--- src/design/rgbhsv_pkg.sv ---
// Shared types, constants and the one-bit division step for the RGB to HSV pipeline.
package rgbhsv_pkg;

  localparam int unsigned ChanW     = 8;
  localparam int unsigned HueW      = 9;
  localparam int unsigned SectW     = 11;
  localparam int unsigned NumW      = 17;
  localparam int unsigned DivSteps  = 9;
  localparam int unsigned HueScale  = 60;
  localparam int unsigned SatScale  = 255;
  localparam int unsigned WrapSect  = 6;

  typedef logic [ChanW-1:0] chan_t;

  // partial remainder plus a shift register that feeds numerator bits out
  // at the top and takes quotient bits in at the bottom
  typedef struct packed {
    chan_t               rem;
    logic [DivSteps-1:0] nq;
  } lane_t;

  typedef struct packed {
    chan_t            value;
    chan_t            delta;
    logic [SectW-1:0] sect;
    logic             gray;
  } sort_t;

  typedef struct packed {
    chan_t value;
    chan_t delta;
    logic  gray;
    lane_t hue;
    lane_t sat;
  } div_t;

  function automatic lane_t div_step(lane_t l, chan_t d);
    lane_t          res;
    logic [ChanW:0] trial;
    trial = {l.rem, l.nq[DivSteps-1]};
    if (trial >= {1'b0, d}) begin
      res.rem = ChanW'(trial - {1'b0, d});
      res.nq  = {l.nq[DivSteps-2:0], 1'b1};
    end else begin
      res.rem = trial[ChanW-1:0];
      res.nq  = {l.nq[DivSteps-2:0], 1'b0};
    end
    return res;
  endfunction

endpackage

--- src/design/rgb_to_hsv.sv ---
// Top level of the pipelined 8-bit RGB to HSV converter.
//
// channel  signals                                   direction
// input    in_valid_i in_ready_o red/green/blue_i    word in
// output   out_valid_o out_ready_i hue/sat/value_o   word out
//
// One word per cycle sustained while out_ready_i stays high; registered stages in order: sort,
// scale, nine divider stages (the nine-step hue/saturation divider), output register.
// Reset clears only the valid bits; no warm-up after reset.
// Each stage holds when the next is full, so bubbles collapse and a stall
// on the output fills the pipeline before in_ready_o drops.
module rgb_to_hsv (
  input  logic                       clk_i,
  input  logic                       rst_ni,
  input  logic                       in_valid_i,
  output logic                       in_ready_o,
  input  logic [7:0]                 red_i,
  input  logic [7:0]                 green_i,
  input  logic [7:0]                 blue_i,
  output logic                       out_valid_o,
  input  logic                       out_ready_i,
  output logic [8:0]                 hue_degrees_o,
  output logic [7:0]                 saturation_o,
  output logic [7:0]                 value_level_o
);
  import rgbhsv_pkg::*;

  logic  sort_valid, sort_ready;
  sort_t sort_data;

  logic  pipe_valid [DivSteps+1];
  logic  pipe_ready [DivSteps+1];
  div_t  pipe_data  [DivSteps+1];

  logic           out_valid_q;
  logic [HueW-1:0] hue_q, hue_d;
  chan_t          sat_q, sat_d, val_q;
  div_t           last;

  rgbhsv_sort u_sort (
    .clk_i   (clk_i),
    .rst_ni  (rst_ni),
    .valid_i (in_valid_i),
    .ready_o (in_ready_o),
    .red_i   (red_i),
    .green_i (green_i),
    .blue_i  (blue_i),
    .valid_o (sort_valid),
    .ready_i (sort_ready),
    .data_o  (sort_data)
  );

  rgbhsv_scale u_scale (
    .clk_i   (clk_i),
    .rst_ni  (rst_ni),
    .valid_i (sort_valid),
    .ready_o (sort_ready),
    .data_i  (sort_data),
    .valid_o (pipe_valid[0]),
    .ready_i (pipe_ready[0]),
    .data_o  (pipe_data[0])
  );

  for (genvar k = 0; k < DivSteps; k++) begin : g_div
    rgbhsv_div_stage u_stage (
      .clk_i   (clk_i),
      .rst_ni  (rst_ni),
      .valid_i (pipe_valid[k]),
      .ready_o (pipe_ready[k]),
      .data_i  (pipe_data[k]),
      .valid_o (pipe_valid[k+1]),
      .ready_i (pipe_ready[k+1]),
      .data_o  (pipe_data[k+1])
    );
  end

  assign last = pipe_data[DivSteps];
  assign pipe_ready[DivSteps] = ~out_valid_q | out_ready_i;

  always_comb begin
    hue_d = last.gray ? '0 : last.hue.nq;
    sat_d = last.gray ? '0 : last.sat.nq[ChanW-1:0];
  end

  always_ff @(posedge clk_i or negedge rst_ni) begin
    if (!rst_ni) begin
      out_valid_q <= 1'b0;
    end else if (pipe_ready[DivSteps]) begin
      out_valid_q <= pipe_valid[DivSteps];
    end
  end

  always_ff @(posedge clk_i) begin
    if (pipe_valid[DivSteps] && pipe_ready[DivSteps]) begin
      hue_q <= hue_d;
      sat_q <= sat_d;
      val_q <= last.value;
    end
  end

  assign out_valid_o   = out_valid_q;
  assign hue_degrees_o = hue_q;
  assign saturation_o  = sat_q;
  assign value_level_o = val_q;

endmodule

--- src/design/rgbhsv_sort.sv ---
// First stage: max, min, delta and the hue sector term in units of delta.
module rgbhsv_sort (
  input  logic                 clk_i,
  input  logic                 rst_ni,
  input  logic                 valid_i,
  output logic                 ready_o,
  input  rgbhsv_pkg::chan_t    red_i,
  input  rgbhsv_pkg::chan_t    green_i,
  input  rgbhsv_pkg::chan_t    blue_i,
  output logic                 valid_o,
  input  logic                 ready_i,
  output rgbhsv_pkg::sort_t    data_o
);
  import rgbhsv_pkg::*;

  logic              valid_q;
  sort_t             data_q, data_d;
  chan_t             mx, mn, delta;
  logic              r_max, g_max;
  logic signed [SectW:0] t, dx;

  always_comb begin
    mx    = (red_i > green_i) ? red_i : green_i;
    mn    = (red_i > green_i) ? green_i : red_i;
    if (blue_i > mx) mx = blue_i;
    if (blue_i < mn) mn = blue_i;
    delta = mx - mn;
    r_max = (red_i == mx);
    g_max = (green_i == mx);
    dx    = $signed({4'b0, delta});
    if (r_max) begin
      t = $signed({4'b0, green_i}) - $signed({4'b0, blue_i});
    end else if (g_max) begin
      t = (dx <<< 1) + $signed({4'b0, blue_i}) - $signed({4'b0, red_i});
    end else begin
      t = (dx <<< 2) + $signed({4'b0, red_i}) - $signed({4'b0, green_i});
    end
    if (t < 0) t = t + (SectW+1)'(WrapSect) * dx;
    data_d.value = mx;
    data_d.delta = delta;
    data_d.sect  = t[SectW-1:0];
    data_d.gray  = (delta == '0);
  end

  assign ready_o = ~valid_q | ready_i;
  assign valid_o = valid_q;
  assign data_o  = data_q;

  always_ff @(posedge clk_i or negedge rst_ni) begin
    if (!rst_ni) begin
      valid_q <= 1'b0;
    end else if (ready_o) begin
      valid_q <= valid_i;
    end
  end

  always_ff @(posedge clk_i) begin
    if (valid_i && ready_o) begin
      data_q <= data_d;
    end
  end

endmodule

--- src/design/rgbhsv_scale.sv ---
// Second stage: scales the hue and saturation numerators and seeds both dividers.
module rgbhsv_scale (
  input  logic              clk_i,
  input  logic              rst_ni,
  input  logic              valid_i,
  output logic              ready_o,
  input  rgbhsv_pkg::sort_t data_i,
  output logic              valid_o,
  input  logic              ready_i,
  output rgbhsv_pkg::div_t  data_o
);
  import rgbhsv_pkg::*;

  logic            valid_q;
  div_t            data_q, data_d;
  logic [NumW-1:0] hue_num, sat_num;

  always_comb begin
    hue_num = NumW'(data_i.sect) * NumW'(HueScale);
    sat_num = NumW'(data_i.delta) * NumW'(SatScale);
    data_d.value   = data_i.value;
    data_d.delta   = data_i.delta;
    data_d.gray    = data_i.gray;
    data_d.hue.rem = hue_num[NumW-1:DivSteps];
    data_d.hue.nq  = hue_num[DivSteps-1:0];
    data_d.sat.rem = sat_num[NumW-1:DivSteps];
    data_d.sat.nq  = sat_num[DivSteps-1:0];
  end

  assign ready_o = ~valid_q | ready_i;
  assign valid_o = valid_q;
  assign data_o  = data_q;

  always_ff @(posedge clk_i or negedge rst_ni) begin
    if (!rst_ni) begin
      valid_q <= 1'b0;
    end else if (ready_o) begin
      valid_q <= valid_i;
    end
  end

  always_ff @(posedge clk_i) begin
    if (valid_i && ready_o) begin
      data_q <= data_d;
    end
  end

endmodule

--- src/design/rgbhsv_div_stage.sv ---
// One restoring-division stage: one quotient bit each for hue and saturation.
module rgbhsv_div_stage (
  input  logic             clk_i,
  input  logic             rst_ni,
  input  logic             valid_i,
  output logic             ready_o,
  input  rgbhsv_pkg::div_t data_i,
  output logic             valid_o,
  input  logic             ready_i,
  output rgbhsv_pkg::div_t data_o
);
  import rgbhsv_pkg::*;

  logic valid_q;
  div_t data_q, data_d;

  always_comb begin
    data_d     = data_i;
    data_d.hue = div_step(data_i.hue, data_i.delta);
    data_d.sat = div_step(data_i.sat, data_i.value);
  end

  assign ready_o = ~valid_q | ready_i;
  assign valid_o = valid_q;
  assign data_o  = data_q;

  always_ff @(posedge clk_i or negedge rst_ni) begin
    if (!rst_ni) begin
      valid_q <= 1'b0;
    end else if (ready_o) begin
      valid_q <= valid_i;
    end
  end

  always_ff @(posedge clk_i) begin
    if (valid_i && ready_o) begin
      data_q <= data_d;
    end
  end

endmodule

--- config.mk ---
export PLATFORM = sky130hd
export DESIGN_NAME = rgb_to_hsv
export DESIGN_NICKNAME = d
export VERILOG_FILES = /design/src/design/rgbhsv_pkg.sv /design/src/design/rgb_to_hsv.sv /design/src/design/rgbhsv_sort.sv /design/src/design/rgbhsv_scale.sv /design/src/design/rgbhsv_div_stage.sv
export SDC_FILE = /design/constraint.sdc
export NUM_CORES = 1
export LEC_CHECK = 0
export ABC_AREA = 1
export BUFFER_PORTS_ARGS = -buffer_cell sky130_fd_sc_hd__buf_4
export CORE_ASPECT_RATIO = 2
export CORE_UTILIZATION = 44
export CTS_CLUSTER_SIZE = 40
export DETAILED_ROUTE_END_ITERATION = 10
export MAX_ROUTING_LAYER = met4
export SLEW_MARGIN = 20
export SYNTH_ARGS = -nofsm -noshare
export SYNTH_HDL_FRONTEND = slang
export SYNTH_SLANG_ARGS = --single-unit
--- constraint.sdc ---
create_clock -name clk_i -period 9.3 [get_ports clk_i]
set_input_delay 0 -clock clk_i [delete_from_list [all_inputs] [get_ports clk_i]]
set_output_delay 0 -clock clk_i [all_outputs]
set_load 0.005 [all_outputs]
== Word level (Yosys, flattened, before mapping) ==
Index checks and enable logic that the tools add are counted.

* Input bits: 28
* Output and inout port bits: 27
* Flip-flop bits (word level): 547
* Word-level logic and storage cells: 198

* Multipliers: 3
* Add/sub/neg operators: 23
* Equal/unequal tests: 2
* Order comparisons: 22
* Bitwise gates (word level): 24
* Reductions and logical operators: 13
* Muxes and demuxes: 25

{| class="wikitable"
|+ Operator list
! kind !! count
|-
| 17-bit 2-to-1 mux || 16
|-
| 9-bit by 8-bit >= comparator with 1-bit output || 17
|-
| 8-bit subtractor || 17
|-
| 8-bit 2-to-1 mux || 4
|-
| 12-bit 2-to-1 mux || 2
|-
| 12-bit by 9-bit subtractor with 12-bit output || 2
|-
| 8-bit equality test || 2
|-
| 8-bit > comparator || 2
|-
| 8-bit by 8-bit multiplier with 16-bit output, second input constant || 1
|-
| 11-bit by 4-bit multiplier with 15-bit output, second input constant || 1
|-
| 1-bit logical AND || 12
|-
| 12-bit by 1-bit < comparator with 1-bit output, second input constant || 1
|-
| 1-bit NOT || 12
|-
| 1-bit OR || 12
|-
| 10-bit by 8-bit adder with 11-bit output || 1
|-
| 11-bit adder || 1
|-
| 11-bit 2-to-1 mux || 1
|-
| 9-bit by 8-bit adder with 10-bit output || 1
|-
| 2-bit by 8-bit multiplier with 10-bit output, first input constant || 1
|-
| 8-bit by 8-bit subtractor with 9-bit output || 1
|-
| 8-bit >= comparator || 1
|-
| 8-bit logical NOT || 1
|-
| 8-bit < comparator || 1
|-
| 1-bit 2-to-1 mux || 2
|}

== Logic depth before layout (Yosys ltp) ==
* Depth after elaboration: 14
* Depth in mapped cells: 59
* Depth with buffers taken out: 56

== By module ==
Synthesis repeated with hierarchy kept, for this count alone.

* Cells, all modules: 3,748
* Area total of the unflattened synthesis: 36,495.0 sq um

{| class="wikitable"
|+ Modules (own cells, without submodules)
! module !! cells each !! instances !! area each (sq um) !! sequential area each (sq um)
|-
| rgbhsv_div_stage at g_div[0].u_stage ... || 277 || 7 || 2,901.5 || 1,556.5
|-
| rgbhsv_sort || 710 || 1 || 5,109.9 || 865.8
|-
| rgbhsv_scale || 485 || 1 || 4,514.3 || 1,436.4
|-
| rgbhsv_div_stage at g_div[5].u_stage || 272 || 1 || 2,831.5 || 1,556.5
|-
| rgbhsv_div_stage at g_div[6].u_stage || 275 || 1 || 2,778.9 || 1,556.5
|-
| rgb_to_hsv || 67 || 1 || 949.7 || 775.7
|}

== Least setup slack after synthesis ==
OpenSTA, ideal clock, no wires.

* Path kind: input -> register
* Start point: input port red_i[0]
* End point: register u_sort.data_q, in the netlist u_sort.data_o[11] (data pin)
* Slack: 1.848 ns
* Buffers on the path: 3
* Data required time: 9.047 ns
* Setup time: 0.253 ns
* Arrival time: 7.200 ns
* Stages on the path: 54
* Cell sequence: inv_1 ha_1 inv_1 fa_1 nand3_1 nand3_1 nand2_1 nand2_2 nand2_2 buf_6 clkbuf_1 nand2_1 o21ai_0 inv_1 ha_1 nand2_1 nor2_1 nand3_1 [18 not listed] or2_2 nand3_1 nand3_1 nand2_1 inv_1 ha_1 inv_1 nor2_1 nor2_1 inv_1 a21oi_1 nor2_1 o21a_1 nor2_1 xor2_1 nand3_1 nor2_1 nor2_1

{| class="wikitable"
|+ RTL lines
! element !! line !! text
|-
| from (decl) || rgb_to_hsv.sv:17 || <nowiki>input logic [7:0] red_i,</nowiki>
|-
| to (signal assigned) || rgbhsv_sort.sv:59 || <nowiki>data_q <= data_d;</nowiki>
|-
| to (decl) || rgbhsv_sort.sv:17 || <nowiki>sort_t data_q, data_d;</nowiki>
|}

==> impl_metrics.toml <==
[floorplan]
dieWidth_um = 184
start_util_pct = 44.4
rows = 133
die_area_sq_mm = 0.0672
fp.dieH_um = 366
ios = 55
core_area_sq_mm = 0.0656

[setup_path]
worst_setup_path_start_kind = "input pin"
slowest_stage = "xnor2_1"
cp_common_cell = "nor2_1"
max_stage_delay_ps = 470
required_ps = 9620
path_buf_inv = 9
critPathKind = "input pin to flip-flop"
worstPathArrival_ps = 8200
cp_max_fo = 30
end_kind = "flip-flop"
crit_family = "simple AND/OR/NAND/NOR gates"

[timing]
hold_violations = 0
layout_setup_ws_ps = 1420
relSlewSlack_pct = 30.9
finalSetupViolations = 0
tns_ps = 0
clock.fmax_ghz = 0.127
report.final.slew_viol_count = 0
worst_pin_slew_ps = 1040
clock_skew_ps = 26.7
fin_crit_ps = 7880
fin_crit_sh_pct = 84.8
rsz0062_at_grt = "no"

[final_layout]
multi_input_comb_area_sq_mm = 0.0119
num_antenna_cells = 0
fillers = 5827
nets = 3121
syn_to_final_growth_pct = 11.0
drive_gt1_share_pct = 8.15
ff_latch_area_sq_mm = 0.0154

[outcome]
status = "finished, final reports clean"

[synth]
synth-async-reset-ratio_pct = 2.33
synth_top_area_share_pct = 51.9
synth_edf_count = 503
netlist_instances = 2635
synthFlopType = "edfxtp_1"
synth_top_cell_by_area = "edfxtp_1"
syn_avg_cell_area_sq_um = 11.0
ys_seq_area_share_pct = 52.9
ys_seq_elements = 515
synth_cell_types = 56
syn_nets = 3019
synth_area_leaders = "edfxtp_1 (52%), ha_1 (12%), inv_1 (6.0%), fa_1 (5.0%), a21oi_1 (4.2%)"
synth_warnings = 0
syn_area_sq_mm = 0.0291

[routing]
wl_mm = 60.4
drtPass1Iterations = 5
drtAntennaViolNets = 0
vias = 18400
viasPerCell = 5.03
drt_iter0_drc = 707
wl_per_cell_um = 16.6
drc = 0

[placed_design]
dpl.hpwl_mm = 49.3
gp_congestion = 0.965
place_ws_ps = 785
io_buffer_count = 54

[clock_network]
cts_repair_resize_count = 0
clk_transition_reported_paths_ps = 60
post-cts-setup-buffers = 0
root_buffer = "clkbuf_16"
cts_htree_levels = 2
insertion_delay_ps = 580
numCtsBuffers = 45
cts_tree = "yes"
clk_path_buf_depth = 3
numClockSinks = 515

[global_routing]
grt_pass1_vias = 19600
grt_max_degree = 49
grt_first_pass_wirelength_mm = 96.2
track_usage_pct = 19.2
grt_overflow = 0
antenna_found_initial = 0

[hold_path]
min-delay-path-class = "input pin to flip-flop"

[job]
max_cap_viol_count = 0
==> worst min-delay path, stage by stage <==
cell and delay, ps:
buf_4 110, ha_1 130, o21ai_0 150
==> flip-flops by register name (all words and copies together) (netlist names) <==
| register | flops |
|---|---|
| g_div.u_stage.data_o | 403 |
| g_div.u_stage.valid_o | 9 |
| hue_degrees_o | 9 |
| out_valid_o | 1 |
| saturation_o | 8 |
| u_scale.data_o | 47 |
| u_scale.valid_o | 1 |
| u_sort.data_o | 28 |
| u_sort.valid_o | 1 |
| value_level_o | 8 |
==> final timing paths <==
check                                             end  depth (start not counted)               from  slack, ps
setup / recovery                    u_sort.data_o[11]                         50           red_i[0]       1420
hold / removal                       u_sort.data_o[1]                          3          blue_i[0]         40
setup reg to reg                   u_scale.data_o[15]                         17  u_sort.data_o[15]       4390
hold reg to reg            g_div[0].u_stage.data_o[3]                          0  u_scale.data_o[2]        400
max in group asynchronous    g_div[7].u_stage.valid_o                          3             rst_ni       8430
min in group asynchronous    g_div[1].u_stage.valid_o                          3             rst_ni        480
==> kinds of logic (layout without fill, tap and decap cells) <==
kind of cell	count (synthesis)	count (layout)	share of synthesized area [%]
buf+inv	494	633	6.51
flops	515	515	52.9
xor+xnor	166	166	5.00
simple gates	683	683	10.3
compound gates	421	421	8.11
fa+ha+maj	356	356	17.2
==> cells in the final DEF (no fill, tap or decap), types with 22 or more instances in the layout <==
master     instances
nand4_1           22
buf_4             76
o21ai_0           91
nand2_1          255
a21oi_1          242
edfxtp_1         503
ha_1             283
fa_1              73
xor2_1           115
nand2_2           25
inv_1            459
nand3_1           70
clkbuf_16         47
xnor2_1           51
nor2_1           263
==> timing repair <==
action                                 in CTS  in global routing
endpoints found under the hold margin      17                  0
hold buffers                                5                  0
setup endpoints to repair                   0                  0
==> final cells by class <==
cell class / instances / share of cell area (%)
clock inverters: 32 / 1.12
inverters: 468 / 5.44
flip-flops and latches: 515 / 47.7
clock buffers: 52 / 3.70
well taps: 877 / 3.40
repair buffers: 81 / 1.92
multi-input cells: 1626 / 36.7
==> cell usage after synthesis (22+ instances only) <==
| cell type | number |
|---|---|
| xnor2_1 | 51 |
| inv_1 | 464 |
| nand2_1 | 255 |
| nand3_1 | 70 |
| xor2_1 | 115 |
| nand2_2 | 25 |
| nand4_1 | 22 |
| fa_1 | 73 |
| o21ai_0 | 91 |
| a21oi_1 | 242 |
| edfxtp_1 | 503 |
| nor2_1 | 269 |
| ha_1 | 283 |
==> stage by stage <==
stage / util [%] / hold WS (ps) / area, sq um / cells
final: 49.3 / 42.8 / 32300 / 3651
after global routing: 49.3 / 58.7 / 32300 / 3651
after CTS: 49.2 / 20.1 / 32300 / 3651
after detailed placement: 46.8 / -146 / 30700 / 3562
after global placement: 46.8 / -146 / 30700 / 3561
after floorplan: - / -296 / 29100 / 2635
==> metal layers <==
layer | wire length [um] | GRT usage (%) | up-vias
met1 | 16400 | 13.1 | 8782
met5 | 0 | - | -
met2 | 38300 | 41.5 | 316
li1 | - | - | 9089
met3 | 1300 | 1.82 | 187
met4 | 4520 | 12.7 | 0
Power is not shown: default switching activity piles up to over one toggle a cycle in this logic, so the estimate is an artifact.
